### src/hdl/hbks_pkg.sv
package hbks_pkg;

    // Default store depth
    localparam int CAPACITY_DEF = 256;

    // Register file
    localparam int CFG_IDX_W  = 1;
    localparam int CFG_DATA_W = 64;
    localparam int KEEP_W     = 9;

    localparam logic [CFG_IDX_W-1:0] REG_HASH_SEED  = 1'b0;
    localparam logic [CFG_IDX_W-1:0] REG_KEEP_LIMIT = 1'b1;

    localparam logic [63:0]       SEED_RESET  = 64'h4245422842334245;
    localparam logic [KEEP_W-1:0] LIMIT_RESET = 9'd256;

    // Hash constants
    localparam logic [63:0] MIX_C0 = 64'h9e3779b97f4a7c15;
    localparam logic [63:0] MIX_C1 = 64'hbf58476d1ce4e5b9;
    localparam logic [63:0] MIX_C2 = 64'h94d049bb133111eb;

    // Function codes
    localparam logic FUNC_OFFER = 1'b0;
    localparam logic FUNC_TAKE  = 1'b1;

    typedef struct packed {
        logic        func;
        logic [31:0] tag;
    } t_item;

    typedef struct packed {
        logic [63:0] rank_key;
        logic [31:0] entry_tag;
        logic        entry_valid;
        logic        final_entry;
    } t_result;

    typedef struct packed {
        logic [63:0] key;
        logic [31:0] tag;
    } t_entry;

    typedef struct packed {
        logic        func;
        logic [63:0] key;
        logic [31:0] tag;
    } t_qitem;

    // Queue handshake between front and back
    typedef struct packed {
        logic push;
        logic pop;
    } t_q_ctrl;

    typedef struct packed {
        logic full;
        logic not_empty;
    } t_q_stat;

endpackage

### src/hdl/hbks_fifo.sv
module hbks_fifo import hbks_pkg::*; (
    input  logic    i_clk,
    input  logic    i_rst_n,
    input  t_q_ctrl i_ctrl,
    input  t_qitem  i_data,
    output t_qitem  o_data,
    output t_q_stat o_stat
);

    t_qitem     r_mem [2];
    logic       r_wp;
    logic       r_rp;
    logic [1:0] r_cnt;

    logic do_push;
    logic do_pop;

    assign o_stat.full      = (r_cnt == 2'd2);
    assign o_stat.not_empty = (r_cnt != 2'd0);
    assign o_data           = r_mem[r_rp];
    assign do_push          = i_ctrl.push && !o_stat.full;
    assign do_pop           = i_ctrl.pop && o_stat.not_empty;

    // Store entries
    always_ff @(posedge i_clk) begin
        if (do_push) begin
            r_mem[r_wp] <= i_data;
        end
    end

    // Advance pointers
    always_ff @(posedge i_clk) begin
        if (!i_rst_n) begin
            r_wp  <= 1'b0;
            r_rp  <= 1'b0;
            r_cnt <= 2'd0;
        end else begin
            if (do_push) r_wp <= ~r_wp;
            if (do_pop)  r_rp <= ~r_rp;
            r_cnt <= r_cnt + 2'(do_push) - 2'(do_pop);
        end
    end

endmodule

### config.mk
export PLATFORM = sky130hd
export DESIGN_NAME = hbks_fifo
export DESIGN_NICKNAME = d
export VERILOG_FILES = /design/src/hdl/hbks_pkg.sv /design/src/hdl/hbks_fifo.sv
export SDC_FILE = /design/constraint.sdc
export NUM_CORES = 1
export LEC_CHECK = 0
export ABC_AREA = 1
export BUFFER_PORTS_ARGS = -buffer_cell sky130_fd_sc_hd__buf_2
export CAP_MARGIN = 20
export CORE_ASPECT_RATIO = 0.9
export CORE_MARGIN = 4
export CORE_UTILIZATION = 52
export CTS_BUF_LIST = sky130_fd_sc_hd__clkbuf_8 sky130_fd_sc_hd__clkbuf_16
export DETAILED_ROUTE_END_ITERATION = 12
export HOLD_SLACK_MARGIN = 0.12
export PLACE_DENSITY = 0.81
export SLEW_MARGIN = 20
export SYNTH_ARGS = -nofsm -noshare
export SYNTH_HDL_FRONTEND = slang
export SYNTH_SLANG_ARGS = --single-unit
### constraint.sdc
create_clock -name i_clk -period 7.1 [get_ports i_clk]
set_clock_uncertainty 0.05 [all_clocks]
set_input_delay 1.42 -clock i_clk [delete_from_list [all_inputs] [get_ports i_clk]]
set_output_delay 1.42 -clock i_clk [all_outputs]
set_load 0.02 [all_outputs]
==> reports/metrics.yaml <==
portBuffers: 199
hp-class: "reg2reg"
drcViolationCount: 0
wl_per_cell_um: 18.05
clk-insertion-delay-late_ns: 0.42
start_util: 0.5407
hold_ws_ns: 0.4941
grt_pass1_wl_um: 21300
crit_path_cell_trace: "buf_4, mux2_2, buf_2"
crit_family: "buffers and inverters"
power_frac_seq: 0.464
cts_sinks: 199
hpwl_um: 9078
relSlewSlack: 0.3769
yosysTopAreaCellShare: 0.7914
ys_top_cells_by_area: "edfxtp_1 (79%), mux2_2 (10%), mux2_4 (6.1%)"
p_sw_w: 0.0009675
clk_pin_slew_ns: 0.06
gp_congestion: 0.7606
post-route-min-period_ns: 4.039
yosys.area.top_type: "edfxtp_1"
avgSynthCellArea_um2: 21.71
p_leak_nw: 3.515
worst_setup_path_start_kind: "flop"
async_flop_share: 0
area_growth_pct: 24.00
grt_pass1_vias: 4219
synth-xor-area-share: 0
synth-seq-cells: 199
synthesis.nets: 442
muxShareOfSynthArea: 0.1637
critPathKind: "reg2out"
cp_max_fo: 64
drive_gt1_frac: 0.5808
syn_inst: 339
synth_top_family_by_area: "multiplexers"
power_switching_share: 0.2889
post-route-util: 0.6705
synth_area_um2: 7361
combinationalPowerShare: 0.258
clock_power_share: 0.278
grtUsageTotal: 0.1741
status: "complete, no violations"
hold_viol_final: 0
post-route-period-util: 0.5689
synth_compound_area_frac: 0.001360
antenna_found_initial: 0
synth_warnings: 0
fin_nets: 653
worstPathArrival_ns: 2.57
synth_edf_count: 194
antenna_cells: 0
die_y_um: 120.9
timing.critical_path.buf_inv: 2
cap_violations: 0
cp_data_required_time_ns: 5.63
die_w_um: 133.4
finalSetupTns_ns: 0
ys.flop_type: "edfxtp_1"
htreeDepth: 4
drt_first_pass_iters: 6
synthDistinctLibCells: 12
die-area_um2: 16130
vias: 3752
cts_setup_buffers: 0
wl_um: 13580
crit_slowest_cell: "buf_4"
ir_drop_v: 0.0002252
synthAdderAreaFrac: 0.003400
cts_made_buffers: 17
io_pins: 200
ant_nets: 0
grt_max_degree: 84
fin_cells: 752
setup_viol: 0
synth_commonest_cells: "edfxtp_1 (194), mux2_2 (67), mux2_4 (30)"
slew_violations: 0
synth-seq-area-share: 0.8050
yosysMostFrequentCell: "edfxtp_1"
cp_slowest_stage_delay_ns: 0.82
hold_buffers: 0
fmax_mhz: 247.6
worst_slew_pin_slew_ns: 0.9347
p_int_w: 0.002382
cts.repair.resized: 0
critPathCaptureType: "output port"
grt-ovfl-total: 0
via_per_inst: 4.989
drtIter0Drc: 200
synth_simple_gate_area_share: 0.01071
cellPowerDensity_nw_per_um2: 366.9
core.rowCount: 40
clockBufferDepth: 2
dp_cells: 720
clockRootBuffer: "clkbuf_16"
rsz0062_at_grt: "false"
cts_tree: "built"
core-area_um2: 13610
logic make-up after synthesis:
logic type / Yosys count
flops: 199
simple gates: 20
compound gates: 2
fa+ha+maj: 2
mux: 97
buf+inv: 19
path summary, 6_finish.rpt:
check	startpoint	endpoint	slack (ns)	cells past startpoint
max reg2reg	r_cnt[0]$_SDFF_PN0_	r_mem[1][90]$_DFFE_PP_	5.07	5
min	r_rp$_SDFFE_PN0P_	flop	0.49	2
max	flop	o_data[63]	3.06	3
min reg2reg	r_rp$_SDFFE_PN0P_	flop	0.49	2
power by group through the flow:
| stage | Combinational (W) | Sequential (W) | Clock [W] |
|---|---|---|---|
| 5_1_grt | 0.000923 | 0.00157 | 0.00101 |
| 6_report | 0.000865 | 0.00155 | 0.000930 |
| 2_1_floorplan | 0.000634 | 0.00156 | 0 |
| 3_5_place_dp | 0.000870 | 0.00158 | 0 |
| 4_1_cts | 0.000875 | 0.00156 | 0.000948 |
| 3_3_place_gp | 0.000851 | 0.00157 | 0 |
routing by layer:
metal / vias up / share of wire / track usage
li1: 1741 / - / -
met1: 1838 / 0.39 / 0.1921
met2: 149 / 0.51 / 0.2989
met3: 24 / 0.084 / 0.06758
met4: 0 / 0.020 / 0.08033
met5: - / 0 / 0
worst register-to-register path: stages, from the launching register on:
cell	delay, ns
dfxtp_1	0.37
inv_1	0.07
nand2_1	0.12
nand3_1	0.15
inv_4	0.21
buf_6	0.64
cell type report:
class	count	area (um^2)
Clock inverter	15	147.6
Sequential cell	199	5929
Timing Repair Buffer	203	1030
Tap cell	189	236.5
Clock buffer	17	425.4
Inverter	8	32.53
Fill cell	927	4486
Multi-Input combinational cell	121	1326
flip-flops by register name, summed over array words and instances (netlist names), named ones only:
signal / cells
r_mem: 194
r_cnt: 2
r_rp: 1
r_wp: 1
placed cells by master, fill, tap and decap left out:
master | Yosys | final
inv_1 | 8 | 12
ha_1 | 2 | 2
buf_4 | 0 | 3
inv_4 | 0 | 1
a21oi_1 | 2 | 2
nand2_1 | 9 | 9
dfxtp_1 | 5 | 4
clkinv_2 | 0 | 1
mux2_2 | 67 | 67
nand3_1 | 3 | 3
buf_2 | 6 | 199
mux2_4 | 30 | 30
dfxtp_4 | 0 | 1
nor2_1 | 8 | 7
bufinv_16 | 0 | 3
clkbuf_16 | 0 | 17
nor2_4 | 0 | 1
edfxtp_1 | 194 | 194
buf_6 | 5 | 1
clkinv_1 | 0 | 3
clkinvlp_4 | 0 | 3
metrics by stage:
| step | setup slack (ns) | instance area, um^2 | total power, W |
|---|---|---|---|
| floorplan | 0.9705 | 7361 | 0.002193 |
| global placement | 3.499 | 8551 | 0.002422 |
| detailed placement | 3.463 | 8551 | 0.002452 |
| CTS | 2.991 | 9124 | 0.003381 |
| global route | 2.899 | 9128 | 0.003501 |
| finish | 3.061 | 9128 | 0.003349 |
No activity file was read; power rests on OpenSTA's default activity.
