### src/hdl/hbks_pkg.sv
package hbks_pkg;

    // Default store depth
    localparam int CAPACITY_DEF = 256;

    // Register file
    localparam int CFG_IDX_W  = 1;
    localparam int CFG_DATA_W = 64;
    localparam int KEEP_W     = 9;

    localparam logic [CFG_IDX_W-1:0] REG_HASH_SEED  = 1'b0;
    localparam logic [CFG_IDX_W-1:0] REG_KEEP_LIMIT = 1'b1;

    localparam logic [63:0]       SEED_RESET  = 64'h4245422842334245;
    localparam logic [KEEP_W-1:0] LIMIT_RESET = 9'd256;

    // Hash constants
    localparam logic [63:0] MIX_C0 = 64'h9e3779b97f4a7c15;
    localparam logic [63:0] MIX_C1 = 64'hbf58476d1ce4e5b9;
    localparam logic [63:0] MIX_C2 = 64'h94d049bb133111eb;

    // Function codes
    localparam logic FUNC_OFFER = 1'b0;
    localparam logic FUNC_TAKE  = 1'b1;

    typedef struct packed {
        logic        func;
        logic [31:0] tag;
    } t_item;

    typedef struct packed {
        logic [63:0] rank_key;
        logic [31:0] entry_tag;
        logic        entry_valid;
        logic        final_entry;
    } t_result;

    typedef struct packed {
        logic [63:0] key;
        logic [31:0] tag;
    } t_entry;

    typedef struct packed {
        logic        func;
        logic [63:0] key;
        logic [31:0] tag;
    } t_qitem;

    // Queue handshake between front and back
    typedef struct packed {
        logic push;
        logic pop;
    } t_q_ctrl;

    typedef struct packed {
        logic full;
        logic not_empty;
    } t_q_stat;

endpackage

### src/hdl/hbks_front.sv
module hbks_front import hbks_pkg::*; (
    input  logic        i_clk,
    input  logic        i_rst_n,
    input  logic        i_valid,
    input  t_item       i_item,
    output logic        o_stall,
    input  logic [63:0] i_hash_seed,
    output logic        o_push,
    output t_qitem      o_push_item,
    input  logic        i_full
);

    typedef enum logic [2:0] {
        F_IDLE = 3'b001,
        F_HASH = 3'b010,
        F_PUSH = 3'b100
    } t_fstate;

    t_fstate     r_state;
    logic [3:0]  r_step;
    logic [63:0] r_acc;
    logic [63:0] r_a;
    logic        r_func;
    logic [31:0] r_tag;

    logic [63:0] mul_c;
    logic [31:0] mul_x;
    logic [31:0] mul_y;
    logic [63:0] mul_p;

    // Shared 32x32 multiplier, one partial product per multiply step
    always_comb begin
        mul_c = (r_step < 4'd4) ? MIX_C1 : MIX_C2;
        mul_x = (r_step == 4'd2 || r_step == 4'd6) ? r_a[63:32] : r_a[31:0];
        mul_y = (r_step == 4'd3 || r_step == 4'd7) ? mul_c[63:32] : mul_c[31:0];
        mul_p = 64'(mul_x) * 64'(mul_y);
    end

    assign o_stall     = (r_state != F_IDLE);
    assign o_push      = (r_state == F_PUSH);
    assign o_push_item = '{func: r_func, key: r_acc, tag: r_tag};

    // Control sequence
    always_ff @(posedge i_clk) begin
        if (!i_rst_n) begin
            r_state <= F_IDLE;
            r_step  <= '0;
        end else begin
            case (r_state)
                F_IDLE: begin
                    if (i_valid) begin
                        r_step  <= '0;
                        r_state <= (i_item.func == FUNC_TAKE) ? F_PUSH : F_HASH;
                    end
                end
                F_HASH: begin
                    r_step <= r_step + 4'd1;
                    if (r_step == 4'd8) begin
                        r_state <= F_PUSH;
                    end
                end
                F_PUSH: begin
                    if (!i_full) begin
                        r_state <= F_IDLE;
                    end
                end
                default: begin
                    r_state <= F_IDLE;
                end
            endcase
        end
    end

    // Hash datapath
    always_ff @(posedge i_clk) begin
        if (r_state == F_IDLE && i_valid) begin
            r_func <= i_item.func;
            r_tag  <= i_item.tag;
            r_acc  <= ({32'd0, i_item.tag} ^ i_hash_seed) + MIX_C0;
        end else if (r_state == F_HASH) begin
            case (r_step)
                4'd0: r_a <= r_acc ^ (r_acc >> 30);
                4'd4: r_a <= r_acc ^ (r_acc >> 27);
                4'd1, 4'd5: r_acc <= mul_p;
                4'd2, 4'd3, 4'd6, 4'd7: r_acc[63:32] <= r_acc[63:32] + mul_p[31:0];
                4'd8: r_acc <= r_acc ^ (r_acc >> 31);
                default: r_acc <= r_acc;
            endcase
        end
    end

endmodule

### config.mk
export PLATFORM = sky130hd
export DESIGN_NAME = hbks_front
export DESIGN_NICKNAME = d
export VERILOG_FILES = /design/src/hdl/hbks_pkg.sv /design/src/hdl/hbks_front.sv
export SDC_FILE = /design/constraint.sdc
export NUM_CORES = 2
export LEC_CHECK = 0
export BUFFER_PORTS_ARGS = -buffer_cell sky130_fd_sc_hd__buf_4
export CORE_ASPECT_RATIO = 0.8
export CORE_MARGIN = 2
export CORE_UTILIZATION = 45
export DETAILED_ROUTE_END_ITERATION = 7
export HOLD_SLACK_MARGIN = 0.06
export PLACE_DENSITY = 0.67
export SLEW_MARGIN = 10
export SYNTH_ARGS = -nofsm -noshare
export SYNTH_HDL_FRONTEND = slang
export SYNTH_SLANG_ARGS = --single-unit
### constraint.sdc
create_clock -name i_clk -period 11.2 [get_ports i_clk]
set_input_delay 1.12 -clock i_clk [delete_from_list [all_inputs] [get_ports i_clk]]
set_output_delay 1.12 -clock i_clk [all_outputs]
set_load 0.05 [all_outputs]
==> run_results.csv <==
group,metric,value,unit
run_status,status,"finished, final reports clean",
worst_setup_path,slowest_delay,0.59,ns
logic_synthesis,ys_top_cells_by_area,"fa_1 41%, edfxtp_1 12%, ha_1 12%",
worst_setup_path,crit_start,"r_step[0]",
logic_synthesis,syn-cell-area,40600,µm²
timing,timing.final.crit_share,96.9,%
logic_synthesis,synth_seq_cells,168,
placement,io_buffers,199,
floorplan,fp.dieH,273,µm
hold_path,min_from,"r_step[1]",
grt,grt_pass1_wl,215000,µm
logic_synthesis,ys_types,79,
clock_tree,clk_pin_slew,0.07,ns
worst_setup_path,r2r-start,"r_step[0]",
finish,num-nets-final,5638,
timing,max_slew_margin,29.1,%
timing,setup-violations-final,0,
route,drc,0,
timing,tns,0,ns
route,num_vias,31100,
clock_tree,post_cts.repair.setup_buffers,0,
worst_setup_path,critPathArrivalTime,11.09,ns
logic_synthesis,synth_commonest_cells,"956 x inv_1, 823 x fa_1, 377 x ha_1",
grt,grt_antenna_before_repair,2,
timing,fin_skew,0.0180,ns
timing,drv_slew,0,
grt,grtUsageTotal,31.9,%
route,detail-route-antenna-nets,0,
logic_synthesis,synthFlopType,"edfxtp_1",
floorplan,die_area,92700,µm²
finish,seqCellArea,4970,µm²
finish,finalCoreUtilization,50.0,%
timing,max_clock_freq,0.0921,GHz
route,routed_wl,146000,µm
worst_setup_path,crit_path_max_fanout,9,
logic_synthesis,synth_top_area_share,40.6,%
worst_setup_path,path_common_cell,"fa_1",
clock_tree,cts.repair.resized,0,
logic_synthesis,synth_most_common_cell,"inv_1",
finish,drive_above_1_share,9.19,%
worst_setup_path,start_kind,"flop",
clock_tree,cts_made_buffers,25,
timing,rsz0062_at_grt,"false",
floorplan,coreArea,89400,µm²
finish,multi_input_area,31600,µm²
route,drt_pre_antenna_iters,7,
timing,hold_slack,0.555,ns
logic_synthesis,synth_nets,5434,
route,vias_per_cell,5.61,
clock_tree,clkLatencyLatePin,0.51,ns
logic_synthesis,ys_seq_area_share,12.2,%
floorplan,start_util,45.4,%
job,max-cap-violations,0,
timing,max_slew.worst_pin.slew,1.05,ns
floorplan,row_count,98,
route,post_drt_wl_per_cell,26.3,µm
logic_synthesis,syn_inst,4133,
clock_tree,htree_levels,4,
clock_tree,ctsHoldBuffers,0,
logic_synthesis,yosys_warnings,0,
clock_tree,root_buffer,"clkbuf_16",
finish,syn_to_final_growth,9.93,%
worst_setup_path,cp-end-kind,"flop",
placement,gp_congestion,1.04,
hold_path,hp-class,"flop to flop",
grt,grt_max_degree,66,
logic_synthesis,synth_edf_count,161,
placement,dp_hpwl,127000,µm
worst_setup_path,critPathKind,"flop to flop",
clock_tree,cts_buffer_depth,3,
worst_setup_path,required,11.44,ns
logic_synthesis,syn_avg_cell_area,9.83,µm²
floorplan,ios,200,
logic_synthesis,synth_top_area_cell,"fa_1",
worst_setup_path,cp_slowest_cell,"fa_1",
floorplan,die_w,340,µm
grt,overflow,0,
timing,hold_viol_final,0,
route,drt_iter0_markers,3342,
clock_tree,cts_sinks,168,
finish,fill_cells,8420,
logic_synthesis,synthArstFlopShare,0,%
grt,grt_pass1_vias,31600,
clock_tree,cts_tree,"done",
timing,min_period,10.85,ns
## worst max-delay path: cells and delay by family, from the launching register on
family	cells	cell delay [ns]
simple gates	9	2.04
buf+inv	7	1.27
mux	2	0.62
flops	1	0.42
compound gates	5	0.84
xor+xnor	1	0.13
fa+ha+maj	11	5.22
## registers in the layout (all words and copies together), names as in the netlist
register,flops
r_state,3
r_func,1
r_a,64
r_step,4
r_acc,64
r_tag,32
## final cells by class
class	instances	area share [%]
Timing Repair Buffer	302	5.11
Multi-Input combinational cell	2877	70.8
Tap cell	1200	3.36
Clock inverter	3	0.0869
Antenna cell	1	0.00560
Inverter	963	8.10
Sequential cell	168	11.1
Clock buffer	30	1.44
## metal layers
metal  up-vias  GRT usage, %  share of wire (%)
li1      13300             -                  -
met2      1759          44.7                 41
met5         -             0              0.019
met3       202          10.0                 13
met4         4          7.48                2.7
met1     15800          47.8                 44
## kinds of logic after synthesis
logic type	after synthesis	synth area share, %
muxes	69	1.74
adders and majority gates	1200	52.2
buffers and inverters	1088	10.1
AOI/OAI and AO/OA	527	8.36
xor gates and xnor gates	259	5.67
DFF	168	12.2
and+or+nand+nor	822	9.71
## metrics by stage
stage / worst slack, ns / instances / instance area, µm²
2_1_floorplan: 1.22 / 4133 / 40600
3_3_place_gp: 0.520 / 5510 / 44000
3_5_place_dp: 0.572 / 5510 / 44000
4_1_cts: 0.532 / 5543 / 44600
5_1_grt: 0.0483 / 5543 / 44600
6_report: 0.347 / 5544 / 44700
## cells in the final DEF (no fill, tap or decap), types with 6 or more instances in the layout
cell type	Yosys	routed
and3_1	13	12
a21o_1	59	59
nand2b_1	55	55
clkbuf_16	0	25
nor2b_1	48	48
mux2_2	13	13
o22ai_1	6	6
a31oi_1	20	20
nand3_1	31	31
o21a_1	9	9
ha_1	377	375
a221o_1	8	8
xor2_1	71	71
a21oi_1	153	153
o21ai_0	113	112
a22oi_1	10	10
nand4_1	25	25
dfxtp_1	7	7
and4_1	6	6
nor3_1	33	33
a221oi_1	15	15
clkinv_1	6	7
fa_1	823	823
buf_4	1	301
nand2_1	212	210
o21ai_1	12	12
xnor2_1	184	184
and2_1	87	87
nand3b_1	6	6
mux2i_1	56	53
nor2_1	262	260
edfxtp_1	161	161
inv_1	956	955
o21bai_1	20	20
or2_2	16	16
a31o_2	6	6
o211ai_1	31	31
a211oi_1	15	15
or3_1	9	9
## final timing paths
kind	to	slack, ns	cells past startpoint
hold / removal	r_step[1]	0.56	2
setup / recovery	r_acc[61]	0.35	35
setup reg to reg	r_acc[61]	0.35	35
hold reg to reg	r_step[1]	0.56	2
Power is left out: the tool's default activity adds up to more than one toggle a clock period on the data nets, which glitch-free logic cannot reach.
